<file path="config.mk">
export PLATFORM = sky130hd
export DESIGN_NAME = ios_ctrl
export DESIGN_NICKNAME = d
export VERILOG_FILES = /design/src/rtl/core/indexed_object_stack_core_defines.svh /design/src/rtl/core/ios_pkg.sv /design/src/rtl/core/ios_ctrl.sv
export SDC_FILE = /design/constraint.sdc
export NUM_CORES = 1
export LEC_CHECK = 0
export BUFFER_PORTS_ARGS = -buffer_cell sky130_fd_sc_hd__clkbuf_2
export CAP_MARGIN = 0
export CORE_UTILIZATION = 54
export DETAILED_ROUTE_END_ITERATION = 12
export PLACE_DENSITY = 0.85
export SYNTH_ARGS = -nofsm -noshare
export SYNTH_HDL_FRONTEND = slang
export SYNTH_SLANG_ARGS = --single-unit
export TNS_END_PERCENT = 50
</file>
<file path="constraint.sdc">
create_clock -name clk -period 20.7 [get_ports clk]
set_input_delay 5.175 -clock clk [delete_from_list [all_inputs] [get_ports clk]]
set_output_delay 5.175 -clock clk [all_outputs]
set_load 0.01 [all_outputs]
</file>
<file path="src/rtl/core/indexed_object_stack_core_defines.svh">
// assertion macros for the indexed object stack core
`ifndef INDEXED_OBJECT_STACK_CORE_DEFINES_SVH
`define INDEXED_OBJECT_STACK_CORE_DEFINES_SVH

// same-cycle implication, sampled on clk, off during reset
`define IOS_ASSERT_IMP(lbl, ante, cons) \
  lbl: assert property (@(posedge clk) disable iff (!rst_n) (ante) |-> (cons)) \
    else $error("ios assertion failed");

// next-cycle implication, sampled on clk, off during reset
`define IOS_ASSERT_NXT(lbl, ante, cons) \
  lbl: assert property (@(posedge clk) disable iff (!rst_n) (ante) |=> (cons)) \
    else $error("ios assertion failed");

`endif

</file>
<file path="src/rtl/core/ios_pkg.sv">
// shared types and codes for the indexed object stack core
package ios_pkg;

  localparam int TYPE_BITS  = 5;
  localparam int VALUE_BITS = 64;
  localparam int POS_BITS   = 8;
  localparam int DEPTH_BITS = 9;
  localparam int STAT_BITS  = 3;
  localparam int CMD_BITS   = 3;
  localparam int ENTRY_BITS = TYPE_BITS + VALUE_BITS;

  localparam logic [CMD_BITS-1:0] CMD_PUSH     = 3'd0;
  localparam logic [CMD_BITS-1:0] CMD_POP      = 3'd1;
  localparam logic [CMD_BITS-1:0] CMD_FETCH_TD = 3'd2;
  localparam logic [CMD_BITS-1:0] CMD_REPL_TD  = 3'd3;
  localparam logic [CMD_BITS-1:0] CMD_FETCH_BU = 3'd4;
  localparam logic [CMD_BITS-1:0] CMD_REPL_BU  = 3'd5;
  localparam logic [CMD_BITS-1:0] CMD_FIND     = 3'd6;

  localparam logic [STAT_BITS-1:0] ST_OK       = 3'd0;
  localparam logic [STAT_BITS-1:0] ST_RANGE    = 3'd1;
  localparam logic [STAT_BITS-1:0] ST_FULL     = 3'd2;
  localparam logic [STAT_BITS-1:0] ST_INVALID  = 3'd3;
  localparam logic [STAT_BITS-1:0] ST_NOTFOUND = 3'd4;

  typedef struct packed {
    logic [STAT_BITS-1:0]  status;
    logic [TYPE_BITS-1:0]  rtype;
    logic [VALUE_BITS-1:0] rvalue;
    logic [POS_BITS-1:0]   fpos;
  } res_t;

endpackage

</file>
<file path="src/rtl/core/ios_ctrl.sv">
// command sequencer with shared address unit and fill counter
module ios_ctrl #(
  parameter int DEPTH = 256
) (
  input  logic                                clk,
  input  logic                                rst_n,
  input  logic                                in_valid,
  output logic                                in_ready,
  input  logic [ios_pkg::CMD_BITS-1:0]        cmd,
  input  logic [ios_pkg::POS_BITS-1:0]        pos,
  input  logic [ios_pkg::TYPE_BITS-1:0]       typ,
  input  logic [ios_pkg::VALUE_BITS-1:0]      val,
  input  logic                                clr,
  output ios_pkg::res_t                       res,
  output logic                                res_valid,
  input  logic                                res_ready,
  output logic [$clog2(DEPTH+1)-1:0]          fill,
  output logic                                mem_we,
  output logic [$clog2(DEPTH)-1:0]            mem_waddr,
  output logic [ios_pkg::ENTRY_BITS-1:0]      mem_wdata,
  output logic [$clog2(DEPTH)-1:0]            mem_raddr,
  input  logic [ios_pkg::ENTRY_BITS-1:0]      mem_rdata
);

  localparam int AW   = $clog2(DEPTH);
  localparam int CW   = $clog2(DEPTH + 1);
  localparam int CMPW = (CW > ios_pkg::POS_BITS) ? CW : ios_pkg::POS_BITS;

  localparam logic [2:0] S_IDLE = 3'd0;
  localparam logic [2:0] S_EXEC = 3'd1;
  localparam logic [2:0] S_RD   = 3'd2;
  localparam logic [2:0] S_SRCH = 3'd3;
  localparam logic [2:0] S_DONE = 3'd4;

  logic [2:0]                      state_r, state_nxt;
  logic [ios_pkg::CMD_BITS-1:0]    cmd_r, cmd_nxt;
  logic [ios_pkg::POS_BITS-1:0]    pos_r, pos_nxt;
  logic [ios_pkg::TYPE_BITS-1:0]   typ_r, typ_nxt;
  logic [ios_pkg::VALUE_BITS-1:0]  val_r, val_nxt;
  logic                            clr_r, clr_nxt;
  logic [CW-1:0]                   fill_r, fill_nxt;
  logic [AW-1:0]                   addr_r, addr_nxt;
  logic [CW-1:0]                   k_r, k_nxt;
  ios_pkg::res_t                   res_r, res_nxt;

  logic [CMPW-1:0]                 au_a, au_b, au_sum;
  logic [CMPW-1:0]                 pos_ext, fill_ext;
  logic                            top_down;
  logic [ios_pkg::TYPE_BITS-1:0]   rd_type;
  logic [ios_pkg::VALUE_BITS-1:0]  rd_value;

  assign pos_ext  = CMPW'(pos_r);
  assign fill_ext = CMPW'(fill_r);
  assign top_down = (cmd_r == ios_pkg::CMD_FETCH_TD) || (cmd_r == ios_pkg::CMD_REPL_TD);
  assign rd_type  = mem_rdata[ios_pkg::ENTRY_BITS-1 -: ios_pkg::TYPE_BITS];
  assign rd_value = mem_rdata[ios_pkg::VALUE_BITS-1:0];

  // shared address unit: a - b - 1
  always_comb begin
    au_a = '0;
    au_b = '0;
    case (state_r)
      S_EXEC: begin
        au_a = fill_ext;
        au_b = top_down ? pos_ext : '0;
      end
      S_SRCH: begin
        au_a = CMPW'(addr_r);
        au_b = '0;
      end
      default: begin
        au_a = '0;
        au_b = '0;
      end
    endcase
  end

  assign au_sum = au_a + ~au_b;

  always_comb begin
    state_nxt = state_r;
    cmd_nxt   = cmd_r;
    pos_nxt   = pos_r;
    typ_nxt   = typ_r;
    val_nxt   = val_r;
    clr_nxt   = clr_r;
    fill_nxt  = fill_r;
    addr_nxt  = addr_r;
    k_nxt     = k_r;
    res_nxt   = res_r;
    mem_we    = 1'b0;
    mem_waddr = '0;
    mem_wdata = {typ_r, val_r};
    mem_raddr = addr_r;
    case (state_r)
      S_IDLE: begin
        if (in_valid) begin
          cmd_nxt   = cmd;
          pos_nxt   = pos;
          typ_nxt   = typ;
          val_nxt   = val;
          clr_nxt   = clr;
          state_nxt = S_EXEC;
        end
      end
      S_EXEC: begin
        res_nxt   = '0;
        state_nxt = S_DONE;
        if (clr_r) begin
          fill_nxt = '0;
        end else begin
          case (cmd_r)
            ios_pkg::CMD_PUSH: begin
              if (typ_r == '0) begin
                res_nxt.status = ios_pkg::ST_INVALID;
              end else if (fill_r == CW'(DEPTH)) begin
                res_nxt.status = ios_pkg::ST_FULL;
              end else begin
                mem_we    = 1'b1;
                mem_waddr = fill_r[AW-1:0];
                fill_nxt  = fill_r + 1'b1;
              end
            end
            ios_pkg::CMD_POP: begin
              if (fill_r == '0) begin
                res_nxt.status = ios_pkg::ST_RANGE;
              end else begin
                mem_raddr = au_sum[AW-1:0];
                fill_nxt  = fill_r - 1'b1;
                state_nxt = S_RD;
              end
            end
            ios_pkg::CMD_FETCH_TD, ios_pkg::CMD_FETCH_BU: begin
              if (pos_ext >= fill_ext) begin
                res_nxt.status = ios_pkg::ST_RANGE;
              end else begin
                mem_raddr = top_down ? au_sum[AW-1:0] : pos_ext[AW-1:0];
                state_nxt = S_RD;
              end
            end
            ios_pkg::CMD_REPL_TD, ios_pkg::CMD_REPL_BU: begin
              if (pos_ext >= fill_ext) begin
                res_nxt.status = ios_pkg::ST_RANGE;
              end else begin
                mem_we    = 1'b1;
                mem_waddr = top_down ? au_sum[AW-1:0] : pos_ext[AW-1:0];
              end
            end
            ios_pkg::CMD_FIND: begin
              if (fill_r == '0) begin
                res_nxt.status = ios_pkg::ST_NOTFOUND;
              end else begin
                mem_raddr = au_sum[AW-1:0];
                addr_nxt  = au_sum[AW-1:0];
                k_nxt     = '0;
                state_nxt = S_SRCH;
              end
            end
            default: begin
              res_nxt.status = ios_pkg::ST_OK;
            end
          endcase
        end
      end
      S_RD: begin
        res_nxt.status = ios_pkg::ST_OK;
        res_nxt.rtype  = rd_type;
        res_nxt.rvalue = rd_value;
        res_nxt.fpos   = '0;
        state_nxt      = S_DONE;
      end
      S_SRCH: begin
        if (rd_type == typ_r) begin
          res_nxt.status = ios_pkg::ST_OK;
          res_nxt.rtype  = rd_type;
          res_nxt.rvalue = rd_value;
          res_nxt.fpos   = ios_pkg::POS_BITS'(k_r);
          state_nxt      = S_DONE;
        end else if ((k_r + 1'b1) == fill_r) begin
          res_nxt   = '0;
          res_nxt.status = ios_pkg::ST_NOTFOUND;
          state_nxt = S_DONE;
        end else begin
          mem_raddr = au_sum[AW-1:0];
          addr_nxt  = au_sum[AW-1:0];
          k_nxt     = k_r + 1'b1;
        end
      end
      S_DONE: begin
        if (res_ready) begin
          state_nxt = S_IDLE;
        end
      end
      default: begin
        state_nxt = S_IDLE;
      end
    endcase
  end

  always_ff @(posedge clk) begin
    if (!rst_n) begin
      state_r <= S_IDLE;
      fill_r  <= '0;
    end else begin
      state_r <= state_nxt;
      fill_r  <= fill_nxt;
    end
    cmd_r  <= cmd_nxt;
    pos_r  <= pos_nxt;
    typ_r  <= typ_nxt;
    val_r  <= val_nxt;
    clr_r  <= clr_nxt;
    addr_r <= addr_nxt;
    k_r    <= k_nxt;
    res_r  <= res_nxt;
  end

  assign in_ready  = (state_r == S_IDLE);
  assign res_valid = (state_r == S_DONE);
  assign res       = res_r;
  assign fill      = fill_r;

endmodule

</file>
# --- Word level (Yosys, flattened, before mapping) ---
# Index checks and enable logic that the tools add are counted.
# W data, S select, Z words.
word_totals:
  register_bits: 190
  inputBits: 154
  out_inout_bits: 177
  wordCells: 118
op_classes:
  add_sub_neg: 4
  n_lt_le_gt_ge: 1
  n_eq_ne: 24
  muxes: 57
  bitwise_logic: 1
  n_reduce_logical: 18
ops:
  columns: ["operator", "n"]
  rows:
  - ["$pmux W80 S3", 1]
  - ["$mux W80", 2]
  - ["$mux W8", 15]
  - ["$mux W9", 9]
  - ["$pmux W8 S2", 5]
  - ["$pmux W9 S2", 2]
  - ["$mux W3", 10]
  - ["$add A9 B1 Y9 const B", 2]
  - ["$pmux W3 S5", 1]
  - ["$eq A3 B2 Y1 const B", 4]
  - ["$eq A3 B3 Y1 const B", 4]
  - ["$ne A2 B2 Y1 const B", 6]
  - ["$ne A3 B3 Y1 const B", 4]
  - ["$pmux W3 S4", 1]
  - ["$eq A9 B9 Y1", 1]
  - ["$eq A9 B9 Y1 const B", 1]
  - ["$ge A8 B9 Y1", 1]
  - ["$logic_not A9 Y1", 1]
  - ["$pmux W3 S3", 1]
  - ["$sub A9 B1 Y9 const B", 1]
  - ["$add A8 B8 Y8", 1]
  - ["$not A8 Y8", 1]
  - ["$mux W1", 7]
  - ["$eq A3 B1 Y1 const B", 2]
  - ["other kinds (15)", 22]

# --- Depth between registers and ports, before layout ---
# Gate-level depths: netlist (run 1).
depth:
  word_depth: 11
  depth_mapped: 14
  mapped_depth_nobuf: 13

# --- Least setup slack after synthesis (run 1) ---
# Ideal clock, no wire load.
synth_timing:
  kind: "input-to-reg"
  from: "input mem_rdata[65] in the netlist's numbering"
  to: "register res_r, in the netlist res[0] (enable)"
  setup_time_ps: 617
  arrival_ps: 11606
  required_ps: 20083
  slack_ps: 8477
  path_stages: 7
  n_path_buf: 2
  path_cell_list: "xnor2_1 -> nand3_1 -> nor3_1 -> a311oi_1 -> buf_2 -> buf_2 -> nor3_1"
synth_between:
  elab_chain_len: 3
synth_rtl:
  columns: ["element", "line_no", "rtl"]
  rows:
  - ["start: declaration", "ios_ctrl.sv:22", "input logic [ios_pkg::ENTRY_BITS-1:0] mem_rdata"]
  - ["$eq A5 B5 Y1", "ios_ctrl.sv:173", "if (rd_type == typ_r) begin"]
  - ["$ne A3 B3 Y1 (no line)", null, null]
  - ["$reduce_and A2 Y1 (no line)", null, null]
  - ["end signal: assignment", "ios_ctrl.sv:215", "res_r <= res_nxt;"]
  - ["end: declaration", "ios_ctrl.sv:44", "ios_pkg::res_t res_r, res_nxt;"]
# Every way passes these cells.
# A chain may end at the register's enable or synchronous reset.

# --- Worst setup path in the final report (run 1) ---
layout_timing:
  from: "input mem_rdata[64] in the netlist's numbering"
  to: "output mem_raddr[1]"
layout_between:
  elab_chain_len: 3
layout_rtl:
  columns: ["element", "line_no", "rtl"]
  rows:
  - ["$eq A5 B5 Y1", "ios_ctrl.sv:173", null]
  - ["$mux W8", "ios_ctrl.sv:173", null]
  - ["$pmux W8 S2", "ios_ctrl.sv:95", "case (state_r)"]
  - ["end: declaration", "ios_ctrl.sv:21", "output logic [$clog2(DEPTH)-1:0] mem_raddr,"]
# Every way passes these cells.

==> results of run 1 <==
-- routing by layer --
layer / GRT usage, % / vias to the layer above / part of all wire [%]
li1: - / 3236 / -
met1: 32.8 / 3288 / 37
met2: 47.0 / 422 / 49
met3: 7.05 / 66 / 9.6
met4: 15.2 / 0 / 4.5
met5: 0 / - / 0
-- cell families (layout without fill, tap and decap cells) --
| logic type | Yosys count | in the layout |
|---|---|---|
| AOI/OAI and AO/OA | 126 | 126 |
| and+or+nand+nor | 257 | 257 |
| muxes | 25 | 25 |
| buffers and inverters | 49 | 388 |
| adders and majority gates | 25 | 25 |
| xor gates and xnor gates | 28 | 28 |
| DFF | 190 | 190 |
-- cells in the final DEF, fill, tap and decap left out, types with 3 or more instances in the layout --
cell	n
a21o_1	9
a21oi_1	29
and3b_1	3
edfxtp_1	178
or3_1	7
nand2_1	38
a22oi_1	13
o21ai_0	22
a211oi_1	3
nor3_2	3
mux2_1	6
xnor2_1	18
and2_1	79
xor2_1	10
o211ai_1	4
ha_1	23
buf_4	4
a2111oi_0	3
or3b_2	3
nand3_1	8
o22ai_1	5
clkbuf_2	330
inv_1	21
a221o_1	5
nand2b_1	5
inv_8	4
nor2b_1	9
and3_1	8
mux2i_1	17
clkinvlp_4	3
nor3_1	11
inv_6	3
dfxtp_1	12
o21a_1	4
nor2_1	67
clkbuf_16	17
o21ai_1	3
-- where the power goes --
part,switching (mW),internal [mW],total [mW]
Clock,0.148,0.158,0.306
Sequential,0.0159,0.464,0.480
Combinational,0.0825,0.0482,0.131
-- layout make-up --
| type | count | area (sq um) | share of cell area (%) |
|---|---|---|---|
| multi-input cells | 461 | 3090 | 27.5 |
| inverters | 23 | 86.3 | 0.766 |
| repair buffers | 334 | 1680 | 14.9 |
| clock inverters | 14 | 128 | 1.13 |
| flip-flops and latches | 190 | 5590 | 49.6 |
| well taps | 216 | 270 | 2.40 |
| clock buffers | 17 | 425 | 3.77 |
-- final timing paths --
kind,start,endpoint,cells past startpoint
min,addr_r[0],addr_r[0],1
max,mem_rdata[64],mem_raddr[1],9
min reg2reg,addr_r[0],addr_r[0],1
max reg2reg,state_r[0],addr_r[7],9
-- Yosys cell counts, drive strengths merged, types with 3 or more instances --
cell type  count
o22ai          5
edfxtp       178
a21o           9
o21a           4
mux2i         17
nand2         38
or3            7
inv           22
and3b          3
and3           8
and2          81
o21ai         25
or4            3
a221o          5
a21oi         30
xnor2         18
a22oi         13
buf            7
a211oi         5
or3b           4
nand3          8
dfxtp         12
nor2b          9
clkbuf        19
nor3          14
o211ai         4
xor2          10
nor2          67
mux2           7
a2111oi        3
nand2b         5
ha            23
-- state kept, by name, indices dropped and copies added, names as in the netlist --
name	cells
res	80
val_r	64
fill	9
k_r	9
addr_r	8
pos_r	8
typ_r	5
cmd_r	3
state_r	3
clr_r	1
==> flow_metrics.env, run 1 <==
export IMPL_postCtsHoldBufs=0
export IMPL_path_class="in -> out"
export IMPL_final_max_slew_viol_count=0
export IMPL_synth_top_area_share_pct=60.4
export IMPL_startpoint_type="input port"
export IMPL_crit_path_end_kind="output pin"
export IMPL_grt_max_degree=82
export IMPL_irDropWorstVdd_v=0.0000638
export IMPL_cts_made_buffers=17
export IMPL_wl_per_cell_um=18.8
export IMPL_rows=46
export IMPL_synth_mux_area_share_pct=3.07
export IMPL_worstSkewPairLatency_ns=0.43
export IMPL_syn_inst=700
export IMPL_path_buf_inv=3
export IMPL_syn_avg_cell_area_sq_um=12.6
export IMPL_die_area_sq_um=16900
export IMPL_async_reset_ff_share_pct=0
export IMPL_hold_ws_ns=0.640
export IMPL_finalPower_mw=0.916
export IMPL_layout_nets=1206
export IMPL_vias_per_cell=5.59
export IMPL_antenna_found_initial=1
export IMPL_crit_path_cell_trace="clkbuf_2, xnor2_1, nand3_1, nor3_1, a311oi_2, buf_4, and2_0, o21ai_0, clkbuf_2"
export IMPL_clk_pin_slew_worst_paths_ns=0.07
export IMPL_setup_viol=0
export IMPL_p_leak_nw=4.71
export IMPL_synthXorXnorAreaFrac_pct=2.77
export IMPL_synth_simple_gate_area_share_pct=15.4
export IMPL_antennaDiodeCount=0
export IMPL_ctsRootBufferMaster="clkbuf_16"
export IMPL_crit_slowest_cell="nor3_1"
export IMPL_initial_core_util_pct=55.5
export IMPL_tightest_slew_ns=1.05
export IMPL_die_h_um=130
export IMPL_cap_violations=0
export IMPL_ctsResizeCount=0
export IMPL_synth_seq_cells=190
export IMPL_r2r_slack_ns=16.97
export IMPL_clock_fmax_mhz=81.0
export IMPL_vias=7012
export IMPL_die_w_um=130
export IMPL_final_area_sq_um=11300
export IMPL_required_ns=15.53
export IMPL_grt_pass1_vias=6371
export IMPL_grt_total_usage_pct=27.9
export IMPL_synth_fa_ha_area_share_pct=3.70
export IMPL_hold_path_class="reg -> reg"
export IMPL_cts_tree="yes"
export IMPL_ys_warn_count=0
export IMPL_syn_area_sq_um=8850
export IMPL_dp_slack_ns=8.36
export IMPL_tns_ns=0
export IMPL_fin_crit_sh_pct=59.6
export IMPL_period_needed_ns=12.34
export IMPL_core_area_sq_um=15900
export IMPL_numPortBuffers=330
export IMPL_synth_top_family_by_area="simple AND/OR/NAND/NOR gates"
export IMPL_grt_ovfl_total=0
export IMPL_synth_area_top_cells="edfxtp_1, and2_1, ha_1"
export IMPL_yosysTopAreaCell="edfxtp_1"
export IMPL_drcViolationCount=0
export IMPL_crit_arrival_ns=7.16
export IMPL_dr_pass1_iters=6
export IMPL_stdcell_count=1255
export IMPL_max_slew_margin_rel_pct=30.1
export IMPL_place_hpwl_um=17600
export IMPL_powerDensity_nw_per_um2=81.3
export IMPL_crit_top_cell="clkbuf_2"
export IMPL_synth_edf_count=178
export IMPL_fin_ws_ns=8.36
export IMPL_ys_seq_area_share_pct=63.1
export IMPL_drive_above_1_share_pct=36.9
export IMPL_synth_compound_area_share_pct=9.72
export IMPL_antenna_left=0
export IMPL_rsz0062_at_grt="false"
export IMPL_synth_cell_type_count=69
export IMPL_clock_skew_final_ns=0.0124
export IMPL_worstPathMaxFanout=20
export IMPL_post_place_cells=1224
export IMPL_nFillCells=1166
export IMPL_synth_flop_cell="edfxtp_1"
export IMPL_syn_nets=879
export IMPL_gp_congestion=0.953
export IMPL_post_route_util_pct=70.7
export IMPL_hold_viol=0
export IMPL_finalWirelength_um=23600
export IMPL_path_delay_family="simple AND/OR/NAND/NOR gates"
export IMPL_drt_initial_drc_count=698
export IMPL_cts_sinks=190
export IMPL_h_tree_depth=4
export IMPL_ios=331
export IMPL_place_area_sq_um=10700
export IMPL_clock_path_buffers=2
export IMPL_grt_pass1_wl_um=34400
export IMPL_cp_slowest_stage_delay_ns=0.72
export IMPL_run_status="complete, no violations"
export IMPL_area_delta_synth_final_pct=27.3
export IMPL_post_cts_buffers=0
No activity file was read; power rests on OpenSTA's default activity.
==> inputs of run 2 (changes only) <==
--- a/config.mk
+++ b/config.mk
@@ -7,9 +7,9 @@
 export LEC_CHECK = 0
 export BUFFER_PORTS_ARGS = -buffer_cell sky130_fd_sc_hd__clkbuf_2
 export CAP_MARGIN = 0
-export CORE_UTILIZATION = 54
+export CORE_UTILIZATION = 45
 export DETAILED_ROUTE_END_ITERATION = 12
-export PLACE_DENSITY = 0.85
+export PLACE_DENSITY = 0.75
 export SYNTH_ARGS = -nofsm -noshare
 export SYNTH_HDL_FRONTEND = slang
 export SYNTH_SLANG_ARGS = --single-unit
==> constraint.sdc (replaced) <==
create_clock -name clk -period 10 [get_ports clk]
set_input_delay 2.5 -clock clk [delete_from_list [all_inputs] [get_ports clk]]
set_output_delay 2.5 -clock clk [all_outputs]
set_load 0.01 [all_outputs]
==> run 2 against run 1 <==
Net effect:
- clock skew rose by 0.0031 ns
- sequential power up 110%
- sequential share of layout area down 0.41 points
- critical path type is now reg -> out
- via count down 3.2%
- non-clock buffer count stayed put
- wire length fell by 2.0%
- register-to-register slack got worse by 11 ns
- flip-flop and latch count stayed put
- clock-buffer cell count increased by 1
- largest power group unchanged
- core utilization shrank 11 points
==> flow_metrics.env, run 2 (same netlist as run 1, synthesis figures left out) <==
export IMPL_run_status="complete, no violations"
export IMPL_dr_pass1_iters=5
export IMPL_crit_arrival_ns=4.73
export IMPL_place_area_sq_um=10800
export IMPL_gp_congestion=0.955
export IMPL_hold_path_class="reg -> reg"
export IMPL_period_needed_ns=7.23
export IMPL_h_tree_depth=4
export IMPL_clock_path_buffers=2
export IMPL_place_hpwl_um=17300
export IMPL_powerDensity_nw_per_um2=169
export IMPL_rsz0062_at_grt="false"
export IMPL_layout_nets=1206
export IMPL_drcViolationCount=0
export IMPL_drive_above_1_share_pct=37.0
export IMPL_ctsRootBufferMaster="clkbuf_16"
export IMPL_initial_core_util_pct=46.6
export IMPL_rows=50
export IMPL_tns_ns=0
export IMPL_die_w_um=142
export IMPL_grt_pass1_wl_um=33800
export IMPL_fin_crit_sh_pct=72.3
export IMPL_required_ns=7.50
export IMPL_setup_viol=0
export IMPL_final_common_cell="clkbuf_2"
export IMPL_p_leak_nw=4.73
export IMPL_cts_sinks=190
export IMPL_vias_per_cell=5.21
export IMPL_stdcell_count=1302
export IMPL_post_place_cells=1268
export IMPL_hold_viol=0
export IMPL_dp_slack_ns=3.24
export IMPL_worst_r2r_cell_count=9
export IMPL_wl_per_cell_um=17.8
export IMPL_globalRoute_busiestLayer="met2"
export IMPL_core_area_sq_um=19000
export IMPL_numPortBuffers=330
export IMPL_grt_max_degree=81
export IMPL_largest_reg_flops=80
export IMPL_final_area_sq_um=11400
export IMPL_antenna_found_initial=2
export IMPL_startpoint_type="flop"
export IMPL_finalPower_mw=1.92
export IMPL_grt_use_met3_pct=5.79
export IMPL_cts_made_buffers=17
export IMPL_whs_path_depth=1
export IMPL_antenna_left=0
export IMPL_worstSkewPairLatency_ns=0.42
export IMPL_drt_initial_drc_count=557
export IMPL_cts_tree="yes"
export IMPL_irDropWorstVdd_v=0.000113
export IMPL_clk_pin_slew_worst_paths_ns=0.08
export IMPL_fin_ws_ns=2.77
export IMPL_area_delta_synth_final_pct=28.4
export IMPL_crit_path_end_kind="output pin"
export IMPL_path_class="reg -> out"
export IMPL_ios=331
export IMPL_die_h_um=142
export IMPL_grt_ovfl_total=0
export IMPL_tightest_slew_ns=1.10
export IMPL_clock_skew_final_ns=0.0155
export IMPL_finalWirelength_um=23100
export IMPL_postCtsHoldBufs=0
export IMPL_worstPathMaxFanout=12
export IMPL_layout_common_cells="clkbuf_2, edfxtp_1, and2_1, nor2_1, nand2_1"
export IMPL_cap_violations=0
export IMPL_post_cts_buffers=0
export IMPL_grt_total_usage_pct=22.6
export IMPL_grt_pass1_vias=6181
export IMPL_die_area_sq_um=20200
export IMPL_use_met1_pct=27.4
export IMPL_ctsResizeCount=0
export IMPL_global_route_usage_met2_pct=39.1
export IMPL_vias=6789
export IMPL_final_max_slew_viol_count=0
export IMPL_clock_fmax_mhz=138
export IMPL_max_slew_margin_rel_pct=25.7
==> run 2: cell count changes in the layout (fill, tap and decap cells not counted), moves of 2 or more <==
cell	previous run	this run
clkinv_8	1	4
clkinvlp_4	3	0
diode_2	0	2
inv_8	4	2
clkinv_4	1	3
==> run 2: cell type report <==
cell class,instances,area (sq um)
antenna,2,5.00
clock buffer,18,429
clock inverter,14,154
fill,1631,7650
inverter,23,86.3
multi-input combinational,461,3100
sequential,190,5590
tap,260,325
timing repair buffer,334,1680
==> run 2: path summary, 6_finish.rpt <==
path,startpoint,endpoint,slack [ns]
max,state_r[0],mem_waddr[7],2.77
max reg2reg,state_r[0],addr_r[7],6.29
min reg2reg,addr_r[5],addr_r[5],0.63
min,addr_r[5],addr_r[5],0.63
==> run 2: critical path: stages (launching register included) <==
cell and delay, ns:
dfxtp_1 0.50, nand2b_1 0.34, nor3_1 0.82, nand2_1 0.19, ha_1 0.38, a211oi_2 0.29
o21ai_1 0.13, a31o_2 0.31, mux4_2 0.42, or3_1 0.40, o2bb2a_2 0.27, nor2_1 0.09
clkbuf_2 0.15
==> run 2: per-stage QoR <==
step | hold slack (ns) | utilization, %
detailed placement | 0.609 | 56.7
global placement | 0.611 | 56.7
floorplan | 0.568 | -
CTS | 0.629 | 59.7
global route | 0.651 | 59.8
finish | 0.631 | 59.8
==> run 2: per-layer routing <==
metal | vias up | part of all wire (%)
met5 | - | 0
met4 | 0 | 2.0
met3 | 37 | 8.5
met2 | 350 | 50
met1 | 3165 | 40
li1 | 3237 | -
==> run 2: power breakdown <==
group          internal (mW)  leakage, nW  switching, mW  total (mW)
sequential             0.959         1.78         0.0342       0.993
combinational          0.100         2.66          0.166       0.266
clock                  0.334        0.285          0.323       0.657
total                   1.39         4.73          0.523        1.92
==> inputs of run 3 (changes only) <==
--- a/config.mk
+++ b/config.mk
@@ -7,9 +7,9 @@
 export LEC_CHECK = 0
 export BUFFER_PORTS_ARGS = -buffer_cell sky130_fd_sc_hd__clkbuf_2
 export CAP_MARGIN = 0
-export CORE_UTILIZATION = 45
+export CORE_UTILIZATION = 50
 export DETAILED_ROUTE_END_ITERATION = 12
-export PLACE_DENSITY = 0.75
+export PLACE_DENSITY = 0.79
 export SYNTH_ARGS = -nofsm -noshare
 export SYNTH_HDL_FRONTEND = slang
 export SYNTH_SLANG_ARGS = --single-unit
==> constraint.sdc (replaced) <==
create_clock -name clk -period 6.7 [get_ports clk]
set_input_delay 1.675 -clock clk [delete_from_list [all_inputs] [get_ports clk]]
set_output_delay 1.675 -clock clk [all_outputs]
set_load 0.01 [all_outputs]
==> run 3 against run 2 <==
Net effect:
- clock power up 60%
- global-route usage rose by 4.4 points
- final cell count down 2.8%
- clock-buffer cell count decreased by 1
- via count increased by 3.0%
- power rose by 53%
- sequential power increased by 49%
- critical path type unchanged
- highest routed layer unchanged
==> flow_metrics.env, run 3 (same netlist as run 1, synthesis figures left out) <==
export IMPL_h_tree_depth=4
export IMPL_ctsResizeCount=0
export IMPL_min_from="addr_r[3]"
export IMPL_max_slew_margin_rel_pct=29.8
export IMPL_tightest_slew_ns=1.05
export IMPL_clk_pin_slew_worst_paths_ns=0.08
export IMPL_worstPathMaxFanout=12
export IMPL_rsz0062_at_grt="false"
export IMPL_vias_per_cell=5.53
export IMPL_crit_arrival_ns=4.77
export IMPL_final_max_slew_viol_count=0
export IMPL_layout_nets=1207
export IMPL_whs_path_depth=1
export IMPL_irDropWorstVdd_v=0.000177
export IMPL_dr_pass1_iters=5
export IMPL_required_ns=5.03
export IMPL_layout_common_cells="clkbuf_2, edfxtp_1, and2_1, nor2_1, nand2_1"
export IMPL_r2r_slack_ns=2.80
export IMPL_grt_total_usage_pct=27.0
export IMPL_drive_above_1_share_pct=37.1
export IMPL_post_place_cells=1234
export IMPL_grt_ovfl_total=0
export IMPL_p_seq_share_pct=50.5
export IMPL_vias=6996
export IMPL_tns_ns=0
export IMPL_hold_path_class="reg -> reg"
export IMPL_die_h_um=135
export IMPL_stdcell_count=1266
export IMPL_grt_pass1_wl_um=36300
export IMPL_drt_initial_drc_count=777
export IMPL_run_status="complete, no violations"
export IMPL_cts_made_buffers=17
export IMPL_hold_viol=0
export IMPL_die_area_sq_um=18200
export IMPL_ios=331
export IMPL_final_common_cell="clkbuf_2"
export IMPL_cts_sinks=190
export IMPL_p_int_mw=2.12
export IMPL_powerDensity_nw_per_um2=258
export IMPL_area_delta_synth_final_pct=28.5
export IMPL_clock_path_buffers=2
export IMPL_largest_reg_flops=80
export IMPL_netSwitchingFraction_pct=27.7
export IMPL_numPortBuffers=330
export IMPL_core_area_sq_um=17300
export IMPL_grt_max_degree=82
export IMPL_initial_core_util_pct=51.2
export IMPL_nFillCells=1292
export IMPL_fin_crit_sh_pct=96.2
export IMPL_die_w_um=135
export IMPL_crit_path_end_kind="output pin"
export IMPL_place_hpwl_um=18400
export IMPL_finalWirelength_um=24700
export IMPL_clockPowerShare_pct=35.6
export IMPL_wl_per_cell_um=19.5
export IMPL_p_sw_mw=0.812
export IMPL_gp_congestion=0.956
export IMPL_rr_startpoint="k_r[0]"
export IMPL_post_cts_buffers=0
export IMPL_clock_skew_final_ns=0.0126
export IMPL_postCtsHoldBufs=0
export IMPL_startpoint_type="flop"
export IMPL_drcViolationCount=0
export IMPL_antenna_found_initial=0
export IMPL_rows=48
export IMPL_setup_viol=0
export IMPL_clock_fmax_mhz=155
export IMPL_worstSkewPairLatency_ns=0.43
export IMPL_cap_violations=0
export IMPL_comb_power_share_pct=13.8
export IMPL_path_class="reg -> out"
export IMPL_antennaDiodeCount=0
export IMPL_r2r_end="res[26]"
export IMPL_min_to="addr_r[3]"
export IMPL_worst_r2r_cell_count=9
export IMPL_period_needed_ns=6.45
export IMPL_p_leak_nw=4.75
export IMPL_grt_pass1_vias=6665
export IMPL_cts_tree="yes"
export IMPL_antenna_left=0
export IMPL_ctsRootBufferMaster="clkbuf_16"
## run 3: stage by stage
stage          setup slack (ns)  total power [mW]  hold slack [ns]  cell area (sq um)  utilization [%]
2_1_floorplan             0.460              1.72            0.568               8860                -
3_3_place_gp              0.929              1.91            0.608              10700             62.1
3_5_place_dp              0.869              1.92            0.611              10700             62.1
4_1_cts                   0.384              2.95            0.629              11400             65.8
5_1_grt                 0.00994              3.04            0.660              11400             65.8
6_report                  0.254              2.94            0.642              11400             65.8
## run 3: worst max path at each step
stage / cells past startpoint / to / start
after CTS: 12 / mem_raddr[7] / state_r[0]
final: 12 / mem_raddr[7] / state_r[0]
after floorplan: 7 / res[0] / mem_rdata[65]
after detailed placement: 12 / mem_raddr[7] / state_r[0]
after global placement: 12 / mem_raddr[7] / state_r[0]
after global routing: 14 / mem_raddr[6] / state_r[0]
## run 3: critical path, stage by stage, from the launching register on
cell	delay, ns
dfxtp_1	0.51
nand2b_1	0.34
nor3_1	0.92
nand2_1	0.13
ha_1	0.37
o21ai_0	0.32
o21ai_1	0.10
a31o_2	0.30
mux4_2	0.41
or3_1	0.41
o32ai_1	0.13
a221o_1	0.23
clkbuf_2	0.16
## run 3: final cells by class
type	count	area [sq um]	share of cell area (%)
Timing Repair Buffer	335	1690	14.8
Clock inverter	15	201	1.77
Clock buffer	17	425	3.74
Tap cell	225	282	2.47
Inverter	23	86.3	0.759
Multi-Input combinational cell	461	3110	27.3
Sequential cell	190	5590	49.1
## run 3: routing by layer
metal / global-route usage, % / vias to the layer above / wire (um) / share of wire (%)
met5: 0 / - / 0 / 0
met4: 12.8 / 0 / 879 / 3.6
met3: 6.49 / 62 / 2300 / 9.3
met2: 45.4 / 398 / 12000 / 49
met1: 32.7 / 3307 / 9460 / 38
li1: - / 3229 / - / -
## run 3: power groups by stage
| stage | Combinational, mW | Clock, mW | Sequential, mW |
|---|---|---|---|
| 2_1_floorplan | 0.165 | 0 | 1.55 |
| 3_3_place_gp | 0.401 | 0 | 1.51 |
| 3_5_place_dp | 0.405 | 0 | 1.51 |
| 4_1_cts | 0.407 | 1.06 | 1.48 |
| 5_1_grt | 0.437 | 1.11 | 1.49 |
| 6_report | 0.406 | 1.05 | 1.48 |
